**src/eprm_pkg.sv**
```systemverilog
`default_nettype none
package eprm_pkg;

   localparam int MAX_ROWS = 4096;
   localparam int ROW_W    = $clog2(MAX_ROWS);
   localparam int COUNT_W  = $clog2(MAX_ROWS + 1);
   localparam int OFFSET_W = 33;
   localparam int ELEM_W   = 32;
   localparam int STATUS_W = 3;

   typedef enum logic [1:0] {
      ACT_LOAD    = 2'd0,
      ACT_QUERY   = 2'd1,
      ACT_RESTART = 2'd2,
      ACT_CLEAR   = 2'd3
   } action_type;

   typedef enum logic [STATUS_W-1:0] {
      ST_OK            = 3'd0,
      ST_DECREASING    = 3'd1,
      ST_PAST_END      = 3'd2,
      ST_FULL          = 3'd3,
      ST_NOT_ASCENDING = 3'd4
   } status_type;

   typedef struct packed {
      action_type          action;
      logic [OFFSET_W-1:0] row_end;
      logic [ELEM_W-1:0]   element_id;
   } item_type;

endpackage
`default_nettype wire

```
**src/eprm_front.sv**
```systemverilog
`default_nettype none
module eprm_front (
   input  wire logic                          clock,
   input  wire logic                          reset,
   input  wire logic                          req_valid,
   output logic                               req_stall,
   input  wire logic [1:0]                    req_action,
   input  wire logic [eprm_pkg::OFFSET_W-1:0] req_row_end,
   input  wire logic [eprm_pkg::ELEM_W-1:0]   req_element_id,
   output logic                               q_valid,
   output eprm_pkg::item_type                 q_item,
   input  wire logic                          q_pop
);
   import eprm_pkg::*;

   item_type   slot_ff [2];
   logic       wr_ptr_ff, wr_ptr_in;
   logic       rd_ptr_ff, rd_ptr_in;
   logic [1:0] count_ff, count_in;
   logic       push;
   item_type   item_new;

   always_comb begin
      item_new.action     = action_type'(req_action);
      item_new.row_end    = req_row_end;
      item_new.element_id = req_element_id;
   end

   assign req_stall = (count_ff == 2'd2);
   assign push      = req_valid && !req_stall;
   assign q_valid   = (count_ff != 2'd0);
   assign q_item    = slot_ff[rd_ptr_ff];

   always_comb begin
      wr_ptr_in = push ? !wr_ptr_ff : wr_ptr_ff;
      rd_ptr_in = q_pop ? !rd_ptr_ff : rd_ptr_ff;
      count_in  = count_ff + 2'(push) - 2'(q_pop);
   end

   always_ff @(posedge clock) begin
      if (reset) begin
         wr_ptr_ff <= 1'b0;
         rd_ptr_ff <= 1'b0;
         count_ff  <= 2'd0;
      end else begin
         wr_ptr_ff <= wr_ptr_in;
         rd_ptr_ff <= rd_ptr_in;
         count_ff  <= count_in;
      end
      if (push) begin
         slot_ff[wr_ptr_ff] <= item_new;
      end
   end

endmodule
`default_nettype wire

```
**config.mk**
```make
export PLATFORM = sky130hd
export DESIGN_NAME = eprm_front
export DESIGN_NICKNAME = d
export VERILOG_FILES = /design/src/eprm_pkg.sv /design/src/eprm_front.sv
export SDC_FILE = /design/constraint.sdc
export NUM_CORES = 1
export LEC_CHECK = 0
export BUFFER_PORTS_ARGS = -buffer_cell sky130_fd_sc_hd__buf_2
export CORE_UTILIZATION = 54
export CTS_BUF_LIST = sky130_fd_sc_hd__clkbuf_2 sky130_fd_sc_hd__clkbuf_4 sky130_fd_sc_hd__clkbuf_8
export CTS_CLUSTER_DIAMETER = 100
export DETAILED_ROUTE_END_ITERATION = 8
export HOLD_SLACK_MARGIN = 0.12
export PLACE_DENSITY = 0.82
export REMOVE_ABC_BUFFERS = 1
export SLEW_MARGIN = 30
export SYNTH_ARGS = -nofsm -noshare
export SYNTH_HDL_FRONTEND = slang
export SYNTH_SLANG_ARGS = --single-unit
export TNS_END_PERCENT = 10
```
**constraint.sdc**
```tcl
create_clock -name clock -period 2.95 [get_ports clock]
set_clock_uncertainty 0.05 [all_clocks]
set_input_delay 0.295 -clock clock [delete_from_list [all_inputs] [get_ports clock]]
set_output_delay 0.295 -clock clock [all_outputs]
set_load 0.05 [all_outputs]
```
==> metrics.cfg, run 1 <==
[run_status]
status = finished clean

[setup_path]
crit_chain = buf_12 -> mux2_2 -> buf_2
worst-setup-path-type = reg -> out
cp-start-kind = register
crit_path_top_delay_cell = dfxtp_4
cp-end-kind = output port
crit_arrival_ns = 2.05
max_stage_delay_ns = 0.71
worstPathRequired_ns = 2.61
worstPathMaxFanout = 36

[hold_path]
hold_class = in -> reg

[logic_synthesis]
synth_warnings = 0
async_reset_ff_frac = 0
synth_flop_cell = edfxtp_1
ys_seq_area_frac = 0.797
synth.largest_area_cell = edfxtp_1
synth_most_common_cell = edfxtp_1
ys_types = 20
syn_inst = 233
synth_top_area_share = 0.778
synth_area_per_cell_um2 = 22.2
synth_edf_count = 134
synthesis.area_um2 = 5170
synth_common_cells = edfxtp_1, mux2_2, mux2_4
synth-seq-cells = 139
synth_area_leaders = edfxtp_1, mux2_4, mux2_2, dfxtp_1, buf_6

[route]
routedWlPerCell_um = 15.8
dr.pass1.iters = 6
avgViaCountPerCell = 4.86
drt-initial-drc-count = 147
vias = 2909
drc = 0
wl_um = 9480
ant_nets = 0

[timing]
min_period_over_period = 0.813
drv_slew = 0
finalHoldViolations = 0
setup_violations = 0
worst_pin_slew_ns = 0.562
slew_headroom = 0.625
min_period_ns = 2.40
max_freq_mhz = 417
rsz0062_at_grt = false

[finish]
area_delta_synth_final_pct = 37.0
layout-drive-gt1-share = 0.523
instances_no_fill = 599
diodes = 0
n_fill_cell = 538
nNetsFinal = 531

[run]
maxCapViolCount = 0

[die]
io_pins = 140
start_util = 0.560
die_h_um = 99.9
core_area_um2 = 9240
die_area_um2 = 9970
row_count = 35
die_x_um = 99.9

[cts]
cts_made_buffers = 17
cts_tree = built
clk_latency_ns = 0.42
root_buffer = clkbuf_8
clk_pin_slew_ns = 0.08
postCtsSetupBuffers = 0
htree_num_levels = 4
clockBufferDepth = 2
cts.sinks = 139

[grt]
grt_pass1_wl_um = 14600
grt_max_degree = 40
antenna_found_initial = 0
grt_remaining_overflow = 0
grt_pass1_vias = 3067
grt_usage = 0.201

[pwr]
power_density_nw_per_um2 = 759
finalPower_mw = 5.38
leakage_nw = 2.78
peakVddDrop_v = 0.000498

[placed_design]
port_buffers = 139
dp_cells = 499
place.gp.congestion = 0.705
dp.final_hpwl_um = 5390

==> layer usage <==
metal | global-route usage | up-vias | share of wire
met4 | 0.0826 | 0 | 0.012
met2 | 0.352 | 105 | 0.54
met1 | 0.227 | 1430 | 0.39
met5 | 0 | - | 0
met3 | 0.0669 | 11 | 0.057
li1 | - | 1363 | -
==> cell usage in the layout, fill, tap and decap left out <==
cell type	count
nand2_1	1
and3_2	1
buf_4	3
dlygate4sd3_1	69
dfxtp_1	4
inv_2	1
inv_6	3
o21ai_0	1
nand2b_2	1
dfxtp_4	1
ha_1	2
clkinv_1	1
buf_12	2
clkinv_2	3
nor2_1	3
clkbuf_8	17
clkinv_4	2
mux2_2	37
xnor2_1	2
bufinv_16	1
edfxtp_1	134
buf_2	139
or3_1	1
a21oi_1	1
clkinvlp_4	4
xor2_1	1
inv_1	3
mux2_4	30
or2_2	1
nor2b_1	1
==> cell type report <==
| type | count | area (µm²) | area share |
|---|---|---|---|
| Clock buffer | 17 | 234 | 0.0330 |
| Clock inverter | 14 | 123 | 0.0173 |
| Inverter | 4 | 15.0 | 0.00212 |
| Multi-Input combinational cell | 83 | 978 | 0.138 |
| Sequential cell | 139 | 4130 | 0.582 |
| Tap cell | 129 | 161 | 0.0228 |
| Timing Repair Buffer | 213 | 1450 | 0.204 |
==> sequential cells by signal (all words and copies together), names as in the netlist, named ones only <==
signal and flops:
rd_ptr_ff 1, slot_ff 134, count_ff 2, wr_ptr_ff 1
==> cells by family after synthesis <==
group | after synthesis | synth area share
simple gates | 9 | 0.00944
buf+inv | 11 | 0.0138
mux | 67 | 0.168
flops | 139 | 0.797
xor+xnor | 3 | 0.00508
compound gates | 2 | 0.00193
fa+ha+maj | 2 | 0.00484
==> where the power goes <==
| group | leakage (nW) | internal [mW] | total [mW] | switching [mW] |
|---|---|---|---|---|
| clock network | 0.172 | 0.662 | 1.38 | 0.715 |
| registers | 1.29 | 2.47 | 2.56 | 0.0908 |
| logic | 1.31 | 0.462 | 1.44 | 0.979 |
==> critical path: cells and delay by family (launching register included) <==
family   cells  cell delay [ns]
flops        1             0.71
buf+inv      2             0.52
mux          1             0.37
==> path summary, 6_finish.rpt <==
check | from | to | slack (ns) | cells after the start
setup reg to reg | count_ff[0]$_SDFF_PP0_ | slot_ff[0][2]$_DFFE_PP_ | 1.16 | 5
hold reg to reg | wr_ptr_ff$_SDFFE_PP0P_ | wr_ptr_ff$_SDFFE_PP0P_ | 0.46 | 2
hold / removal | q_pop | rd_ptr_ff$_SDFFE_PP0P_ | 0.15 | 3
setup / recovery | register | q_item[6] | 0.55 | 3
==> stage by stage <==
step	TNS (ns)	area (µm²)	hold WS, ns	utilization	setup slack (ns)
CTS	0	7090	0.121	0.767	0.517
detailed placement	0	6040	0.436	0.654	0.993
finish	0	7090	0.147	0.767	0.551
global placement	0	6040	0.419	0.654	1.01
floorplan	-7.14	5120	0.314	-	-0.152
global route	0	7090	0.155	0.767	0.447
==> timing repair <==
item                      in CTS  in global routing
resized for setup              0                  0
hold buffers                  69                  0
hold endpoints to repair     139                  0
Note: power is estimated with default switching activity, not from simulation.
==> inputs of run 2 (changes only) <==
- CORE_UTILIZATION: 54 -> 49
- PLACE_DENSITY: 0.82 -> 0.78
- clock period: 2.95 -> 1.94 ns (I/O delays scaled with it)
==> run 2 against run 1 <==
Clock power is 65% higher. Sequential share of layout area fell by 1.5 points. Critical path depth unchanged. Die area increased by 10%. Sequential cell count is the same.
==> metrics.cfg, run 2 (same netlist as run 1, synthesis figures left out) <==
[timing]
min_period_ns = 1.93
worst_pin_slew_ns = 0.271
final.setup.tns_ns = 0
min_period_over_period = 0.994
rsz0062_at_grt = true
slew_headroom = 0.821
setup_violations = 0
finalHoldViolations = 0
drv_slew = 0
max_freq_mhz = 518

[cts]
clk_pin_slew_ns = 0.07
cts.sinks = 139
root_buffer = clkbuf_8
clockBufferDepth = 2
cts_made_buffers = 17
clk_latency_ns = 0.41
htree_num_levels = 4
cts_tree = built

[route]
avgViaCountPerCell = 4.77
drt-initial-drc-count = 107
wl_met3_um = 484
dr.pass1.iters = 4
routedWlPerCell_um = 15.8
m1WireLength_um = 3900
ant_nets = 0
wl_met2_um = 5220
vias = 2921
drc = 0
top_layer = met4
wl_um = 9690

[grt]
grt_usage = 0.187
grt_max_degree = 41
antenna_found_initial = 0
grt_pass1_wl_um = 15200
grt_pass1_vias = 3080
grt_remaining_overflow = 0

[finish]
n_fill_cell = 647
layout-drive-gt1-share = 0.521
area_delta_synth_final_pct = 40.8
diodes = 0
nNetsFinal = 537
instances_no_fill = 612
final_cell_mix = buf_2, edfxtp_1, dlygate4sd3_1
largest_reg_flops = 134
regMostFlops = slot_ff
multiInputGateArea_um2 = 978
top_regs = slot_ff (134), count_ff (2)
seqCellArea_um2 = 4130

[setup_path]
cp-end-kind = output port
crit_chain = bufbuf_16 -> mux2_4 -> buf_2
r2r_slack_ns = 0.29
cp-endpoint = q_item[62]
crit_cells = 3
r2r-start = count_ff[0]$_SDFF_PP0_
worst-setup-path-type = reg -> out
worstPathMaxFanout = 15
r2r-end = slot_ff[0][62]$_DFFE_PP_
path_delay_family = buffers and inverters
cp-start-kind = register
worstPathRequired_ns = 1.70
reg2reg_depth = 5
crit_buf_inv = 2
crit_arrival_ns = 1.69
max_stage_delay_ns = 0.41
crit_path_top_delay_cell = dfxtp_4

[pwr]
peakVddDrop_v = 0.000648
pwr-share-seq = 0.456
clockPowerShare = 0.270
swShare = 0.315
p_int_mw = 5.80
p_comb_frac = 0.274
power_density_nw_per_um2 = 1160
p_switching_mw = 2.66
leakage_nw = 2.86

[die]
io_pins = 140
row_count = 37
start_util = 0.503
die_h_um = 105
die_area_um2 = 11000
die_x_um = 105
core_area_um2 = 10300

[run_status]
status = finished clean

[hold_path]
hold_class = reg -> reg
hp-start = wr_ptr_ff$_SDFFE_PP0P_

[placed_design]
dp.final_hpwl_um = 5470
port_buffers = 139
place.gp.congestion = 0.695
dp_cells = 507

[run]
maxCapViolCount = 0

-- run 2: cell count changes in the layout (fill, tap and decap cells not counted), moves of 2 or more --
cell,before,now
buf_4,3,6
clkbuf_4,0,2
clkinv_1,1,4
clkinv_2,3,1
clkinvlp_4,4,2
buf_2,139,134
bufinv_16,1,3
inv_6,3,1
buf_12,2,7
-- run 2: final cells by class --
class | instances | share of cell area
Clock buffer | 18 | 0.0332
Clock inverter | 13 | 0.0208
Inverter | 4 | 0.00206
Multi-Input combinational cell | 83 | 0.134
Sequential cell | 139 | 0.567
Tap cell | 136 | 0.0234
Timing Repair Buffer | 219 | 0.219
-- run 2: power by group through the flow --
stage / Clock [mW] / Sequential [mW] / Combinational, mW
3_3_place_gp: 0 / 3.91 / 2.13
4_1_cts: 2.33 / 3.86 / 2.32
5_1_grt: 2.46 / 3.89 / 2.43
2_1_floorplan: 0 / 3.96 / 1.61
6_report: 2.28 / 3.86 / 2.32
3_5_place_dp: 0 / 3.93 / 2.15
-- run 2: timing repair --
| action | CTS | global route |
|---|---|---|
| endpoints found under the setup margin | 56 | 34 |
| hold buffers | 70 | 0 |
| gates cloned | 1 | 0 |
| gates resized for setup | 4 | 1 |
| endpoints found under the hold margin | 139 | 0 |
| buffers inserted | 3 | 0 |
-- run 2: metal layers --
layer / vias up / GRT usage
met5: - / 0
met4: 0 / 0.0594
met3: 8 / 0.0636
met2: 107 / 0.332
met1: 1434 / 0.211
li1: 1372 / -
-- run 2: worst min path at each step --
stage               cells past startpoint                  endpoint
floorplan                               1    wr_ptr_ff$_SDFFE_PP0P_
global route                            2  slot_ff[0][47]$_DFFE_PP_
global placement                        1  slot_ff[1][32]$_DFFE_PP_
finish                                  2    wr_ptr_ff$_SDFFE_PP0P_
CTS                                     2  slot_ff[1][12]$_DFFE_PP_
detailed placement                      1  slot_ff[1][10]$_DFFE_PP_
-- run 2: worst reg2reg max path: cells and delay by family, from the launching register on --
kind                   cells  cell delay [ns]
AND/OR/NAND/NOR            2             0.49
buffers and inverters      3             0.42
flip-flops                 1             0.36
-- run 2: through the flow --
step	util	setup WS, ns	area (µm²)	total power, mW	hold WS (ns)
2_1_floorplan	-	-1.06	5120	5.57	0.213
3_3_place_gp	0.594	0.363	6110	6.03	0.333
3_5_place_dp	0.594	0.331	6110	6.08	0.336
4_1_cts	0.708	-0.0176	7280	8.51	0.414
5_1_grt	0.708	-0.0583	7280	8.78	0.410
6_report	0.708	0.0110	7280	8.46	0.446
==> inputs of run 3 (changes only) <==
--- a/config.mk
+++ b/config.mk
@@ -12,4 +12,5 @@
 export DETAILED_ROUTE_END_ITERATION = 8
 export HOLD_SLACK_MARGIN = 0.12
+export MAX_ROUTING_LAYER = met4
 export PLACE_DENSITY = 0.78
 export REMOVE_ABC_BUFFERS = 1
==> constraint.sdc (replaced) <==
create_clock -name clock -period 1.94 [get_ports clock]
set_clock_uncertainty 0.05 [all_clocks]
set_input_delay 0.097 -clock clock [delete_from_list [all_inputs] [get_ports clock]]
set_output_delay 0.097 -clock clock [all_outputs]
set_load 0.05 [all_outputs]
==> run 3 against run 2 <==
Critical path depth is the same. Setup slack gained 0.095 ns. Die area is the same. Worst hold slack lost 0.12 ns. Critical path type unchanged. Critical endpoint is now q_item[15]. Largest cell class unchanged. Highest routed layer unchanged.
==> metrics.cfg, run 3 (same netlist as run 1, synthesis figures left out) <==
[die]
io_pins = 140
die_x_um = 105
start_util = 0.503
die_h_um = 105
row_count = 37
core_area_um2 = 10300
die_area_um2 = 11000

[setup_path]
crit_arrival_ns = 1.69
cp-end-kind = output port
worst-setup-path-type = reg -> out
crit_chain = buf_6 -> mux2_2 -> buf_2
cp-start-kind = register
worstPathMaxFanout = 25
r2r-start = count_ff[0]$_SDFF_PP0_
max_stage_delay_ns = 0.39
r2r_slack_ns = 0.25
reg2reg_depth = 6
worstPathRequired_ns = 1.79
crit_path_top_delay_cell = mux2_2
r2r-end = count_ff[1]$_SDFF_PP0_

[route]
vias = 2908
drt-initial-drc-count = 111
ant_nets = 0
drc = 0
dr.pass1.iters = 4
routedWlPerCell_um = 15.6
wl_um = 9530
avgViaCountPerCell = 4.77

[grt]
grt_usage = 0.190
grt_pass1_vias = 3136
antenna_found_initial = 0
grt_pass1_wl_um = 14900
grt_max_degree = 43
grt_remaining_overflow = 0

[placed_design]
dp.final_hpwl_um = 5410
pre_cts_ws_ns = 0.283
place.gp.congestion = 0.679
dp_cells = 507
port_buffers = 139

[finish]
top_regs = slot_ff (134), count_ff (2)
diodes = 0
instances_no_fill = 610
final_cell_mix = buf_2, edfxtp_1, dlygate4sd3_1
n_fill_cell = 673
regMostFlops = slot_ff
nNetsFinal = 535
area_delta_synth_final_pct = 39.3
post-route-util = 0.701
layout-drive-gt1-share = 0.521
largest_reg_flops = 134
final_common_cell = buf_2

[pwr]
peakVddDrop_v = 0.000734
leakage_nw = 2.83
power_density_nw_per_um2 = 1170

[timing]
slew_headroom = 0.738
finalHoldViolations = 0
rsz0062_at_grt = false
drv_slew = 0
setup_violations = 0
worst_pin_slew_ns = 0.393
layout_setup_ws_ns = 0.106
max_freq_mhz = 545
min_period_ns = 1.83
min_period_over_period = 0.945

[cts]
clk_pin_slew_ns = 0.08
clk_latency_ns = 0.43
htree_num_levels = 4
cts_tree = built
cts_made_buffers = 17
root_buffer = clkbuf_8
postCtsSetupBuffers = 0
cts.sinks = 139
clockBufferDepth = 2

[run_status]
status = finished clean

[hold_path]
hp-start = req_element_id[16]
holdPathEnd = slot_ff[0][16]$_DFFE_PP_
whs_path_depth = 2
hold_class = in -> reg

[run]
maxCapViolCount = 0

run 3: changes by cell type in the layout (fill, tap and decap cells not counted):
cell	previous run	this run
clkinv_1	4	1
dlygate4sd3_1	70	72
buf_12	7	4
clkinv_2	1	3
buf_2	134	139
bufbuf_16	1	0
clkinv_4	2	3
buf_6	0	1
buf_4	6	1
inv_6	1	0
run 3: worst max-delay path by stage:
stage | startpoint | endpoint | slack (ns) | depth (start not counted)
2_1_floorplan | register | q_item[0] | -0.96 | 1
3_3_place_gp | count_ff[0]$_SDFF_PP0_ | slot_ff[0][18]$_DFFE_PP_ | 0.36 | 5
3_5_place_dp | count_ff[0]$_SDFF_PP0_ | slot_ff[0][54]$_DFFE_PP_ | 0.28 | 5
4_1_cts | register | q_item[17] | 0.09 | 3
5_1_grt | register | q_item[15] | 0.04 | 3
6_report | register | q_item[15] | 0.11 | 3
run 3: worst max-delay path, delay by kind of cell, from the launching register on:
kind,cells,cell delay (ns)
multiplexers,1,0.39
flip-flops,1,0.36
buffers and inverters,2,0.49
run 3: cell type report:
cell class / count / area, µm² / area share
flip-flops and latches: 139 / 4130 / 0.573
clock inverters: 12 / 150 / 0.0208
well taps: 136 / 170 / 0.0236
inverters: 4 / 15.0 / 0.00208
repair buffers: 217 / 1520 / 0.210
multi-input cells: 83 / 978 / 0.136
clock buffers: 19 / 249 / 0.0346
run 3: what timing repair did:
action | in CTS | in global routing
endpoints found under the hold margin | 139 | 0
endpoints found under the setup margin | 3 | 0
gates resized for setup | 1 | 0
hold buffers | 72 | 0
run 3: per-stage QoR:
stage / setup TNS (ns) / cell area, µm² / hold slack [ns] / power (mW)
CTS: 0 / 7210 / 0.300 / 8.51
global placement: 0 / 6080 / 0.235 / 6.02
global route: 0 / 7210 / 0.306 / 8.76
floorplan: -162.02 / 5120 / 0.116 / 5.57
finish: 0 / 7210 / 0.323 / 8.44
detailed placement: 0 / 6080 / 0.238 / 6.07
run 3: power breakdown:
| part | total (mW) | switching [mW] | internal (mW) |
|---|---|---|---|
| logic | 2.26 | 1.53 | 0.733 |
| clock network | 2.32 | 1.04 | 1.28 |
| registers | 3.86 | 0.103 | 3.76 |
| total | 8.44 | 2.67 | 5.77 |
run 3: per-layer routing:
| layer | GRT usage | routed length, µm |
|---|---|---|
| met1 | 0.202 | 3770 |
| met4 | 0.0986 | 201 |
| met2 | 0.325 | 5090 |
| met5 | - | 0 |
| met3 | 0.0512 | 469 |
